<file path="src/sv/bfc_pkg.sv">
package bfc_pkg;

  localparam int MAX_PLANES_DEF = 8;

  // shared multiplier operand and product widths
  localparam int OPW  = 34;
  localparam int PRW  = 2 * OPW;

  localparam logic signed [OPW-1:0] ONE_Q16 = OPW'(65536);

  typedef enum logic [1:0] {
    OP_PLANE  = 2'd0,
    OP_MATRIX = 2'd1,
    OP_TEST   = 2'd2,
    OP_NONE   = 2'd3
  } op_t;

  typedef enum logic [1:0] {
    MODE_OFF    = 2'd0,
    MODE_SPHERE = 2'd1,
    MODE_BOTH   = 2'd2,
    MODE_ALT    = 2'd3
  } mode_t;

  typedef enum logic [1:0] {
    BY_NONE   = 2'd0,
    BY_SPHERE = 2'd1,
    BY_CORNER = 2'd2,
    BY_UNUSED = 2'd3
  } by_t;

  localparam logic REG_MODE  = 1'b0;
  localparam logic REG_COUNT = 1'b1;

  localparam logic [1:0] MODE_RESET  = 2'd2;
  localparam logic [3:0] COUNT_RESET = 4'd6;

endpackage

</file>
<file path="src/sv/bfc_mul.sv">
module bfc_mul (
  input  logic                            clk,
  input  logic signed [bfc_pkg::OPW-1:0]  a,
  input  logic signed [bfc_pkg::OPW-1:0]  b,
  output logic signed [bfc_pkg::PRW-1:0]  prod
);

  always_ff @(posedge clk) begin
    prod <= a * b;
  end

endmodule

</file>
<file path="config.mk">
export PLATFORM = sky130hd
export DESIGN_NAME = bfc_mul
export DESIGN_NICKNAME = d
export VERILOG_FILES = /design/src/sv/bfc_pkg.sv /design/src/sv/bfc_mul.sv
export SDC_FILE = /design/constraint.sdc
export NUM_CORES = 2
export LEC_CHECK = 0
export BUFFER_PORTS_ARGS = -buffer_cell sky130_fd_sc_hd__buf_2
export CORE_MARGIN = 2
export CORE_UTILIZATION = 25
export CTS_CLUSTER_DIAMETER = 120
export DETAILED_ROUTE_END_ITERATION = 8
export GPL_TIMING_DRIVEN = 1
export PLACE_DENSITY = 0.46
export SLEW_MARGIN = 20
export SYNTH_ARGS = -nofsm -noshare
export SYNTH_HDL_FRONTEND = slang
export SYNTH_SLANG_ARGS = --single-unit
</file>
<file path="constraint.sdc">
create_clock -name clk -period 14.4 [get_ports clk]
set_input_delay 1.44 -clock clk [delete_from_list [all_inputs] [get_ports clk]]
set_output_delay 1.44 -clock clk [all_outputs]
set_load 0.005 [all_outputs]
</file>
==> impl_metrics.csv <==
group,metric,value,unit
outcome,status,"finished, final reports clean",
grt,grt_pass1_vias,33776,
clock_network,cts_tree,"yes",
route,drtIter0Drc,1393,
setup_path,cp-start-kind,"primary input",
clock_network,cts_max_level,3,
floorplanning,std_cell_rows,152,
route,drc,0,
synth,avgSynthCellArea,9.45,µm²
synth,synth.cell_area,43000,µm²
place,dpl.cell_count,6810,
grt,overflow,0,
setup_path,arrival,9.79,ns
setup_path,cpMostUsedCell,"fa_1",
timing,hold_viol,0,
synth,ys_ff_latch,68,
synth,yosysMostFrequentCell,"fa_1",
timing,min_period_over_period,0.656,
clock_network,ctsHoldBuffers,0,
cells_and_area,largest_reg_flops,68,
setup_path,worst-path-buf-inv,5,
timing,slew_violations,0,
synth,async_reset_ff_frac,0,
clock_network,cts_buffers,9,
floorplanning,dieArea,175000,µm²
timing,grt_setup_unrepaired,"no",
cells_and_area,drive_gt1_frac,0.0494,
route,drt-total-wl,132,mm
synth,synth_seq_area_share,0.0316,
timing,hold_slack,1.62,ns
cells_and_area,nets,6025,
clock_network,clk_root_buffer_cell,"clkbuf_16",
floorplanning,start_util,0.251,
floorplanning,core,171000,µm²
synth,synth_flop_cell,"dfxtp_1",
grt,grt_pass1_wl,210,mm
cells_and_area,nFillCells,18450,
timing,fmax,106,MHz
route,antenna_left,0,
timing,fin_tns_setup,0,ns
route,vias_per_cell,4.29,
setup_path,worstPathRequired,14.75,ns
cells_and_area,fin_cells,6827,
floorplanning,dieHeight,419,µm
cells_and_area,top_register,"prod",
clock_network,cts_resized,0,
timing,layout_min_cycle_time,9.44,ns
route,post_drt_wl_per_cell,19.3,µm
synth,post-synth-top-area-fraction,0.577,
setup_path,cp-end-kind,"flip-flop",
floorplanning,die_w,419,µm
setup_path,slowest_stage,"or4_1",
synth,synth_edf_count,0,
flow_run,max_cap_viol_count,0,
timing,slew-limit-headroom,0.270,
clock_network,post_cts_buffers,0,
route,first_pass_iters,5,
synth,synth_nets,6068,
cells_and_area,area_growth,7.66,%
setup_path,slowest_delay,0.59,ns
setup_path,worstSetupPathType,"in2reg",
route,vias,29290,
cells_and_area,reg_top3,"prod x68",
min_path,min-delay-path-class,"in2reg",
place,gp_congestion,0.863,
setup_path,crit_family,"adder cells",
clock_network,clockBufferDepth,2,
synth,synth_warnings,0,
synth,synthTopCellsByArea,"fa_1 (58%), inv_1 (11%), and2_1 (9.0%)",
grt,antenna_found_initial,18,
setup_path,crit_fanout,21,
synth,ys_top_cells_by_count,"fa_1 (1241), inv_1 (1231), and2_1 (621)",
clock_network,cts_sinks,68,
timing,setup_violations,0,
clock_network,clk_pin_slew,0.06,ns
timing,worstMarginPinSlew,1.09,ns
place,portBuffers,136,
floorplanning,io_pins,137,
grt,grt_max_degree,35,
place,dp_hpwl,105,mm
synth,yosys.area.top_type,"fa_1",
grt,groute.usage.overall,0.159,
synth,synth_cells,4554,
synth,ys_types,69,
[final cells by class]
type,instances,area [µm²],share of cell area
Tap cell,2310,2890,0.0624
Antenna cell,1,2.50,0.0000540
Clock buffer,10,239,0.00516
Sequential cell,68,1360,0.0294
Clock inverter,6,95.1,0.00205
Inverter,1232,4620,0.0998
Timing Repair Buffer,174,966,0.0209
Multi-Input combinational cell,3026,36100,0.780
[placed cells by master, fill, tap and decap left out, drive strengths merged, types with 3 or more instances in the layout]
master,synthesis,final
o21bai,12,12
fa,1241,1241
inv,1231,1232
nor2b,9,9
a21oi,63,63
nand2b,20,20
a21o,37,37
a221oi,4,4
nor2,56,56
a211o,3,3
clkbuf,217,10
clkinv,1,4
xnor2,56,56
and2,623,623
xor2,23,23
nor3,5,5
nand2,542,542
nand3,11,11
o211ai,3,3
a211oi,7,7
nand4,11,11
o21ai,41,41
o41ai,6,6
o21a,4,4
buf,9,174
or2,4,4
a31oi,10,10
and3,8,8
dfxtp,68,68
ha,204,204
[routing by layer]
metal / vias up / GRT usage / share of wire
met3: 152 / 0.0183 / 0.037
met1: 15847 / 0.208 / 0.43
met5: - / 0 / 0.00030
met4: 6 / 0.0377 / 0.024
li1: 12688 / - / -
met2: 597 / 0.278 / 0.51
[cells by family after synthesis]
family | after synthesis | synth area share
adders and majority gates | 1445 | 0.637
buffers and inverters | 1460 | 0.128
and+or+nand+nor | 1296 | 0.154
xor gates and xnor gates | 79 | 0.0161
DFF | 68 | 0.0316
AOI/OAI and AO/OA | 206 | 0.0335
[final timing paths]
path  start        to  cells past startpoint
max   b[33]  prod[61]                     25
min    b[0]   prod[0]                      3
[tightest hold or removal path, stage by stage]
cell,delay (ns)
buf_2,0.10
buf_4,0.27
and2_1,0.20
[per-stage QoR]
step / util / setup slack, ns / cell area, µm²
detailed placement: 0.268 / 4.39 / 46000
finish: 0.270 / 4.96 / 46300
global placement: 0.268 / 4.49 / 46000
floorplan: - / 5.47 / 43000
global route: 0.270 / 4.69 / 46300
CTS: 0.270 / 4.86 / 46300
Power is left out: the tool's default activity adds up to more than one toggle a clock period on the data nets, which glitch-free logic cannot reach.
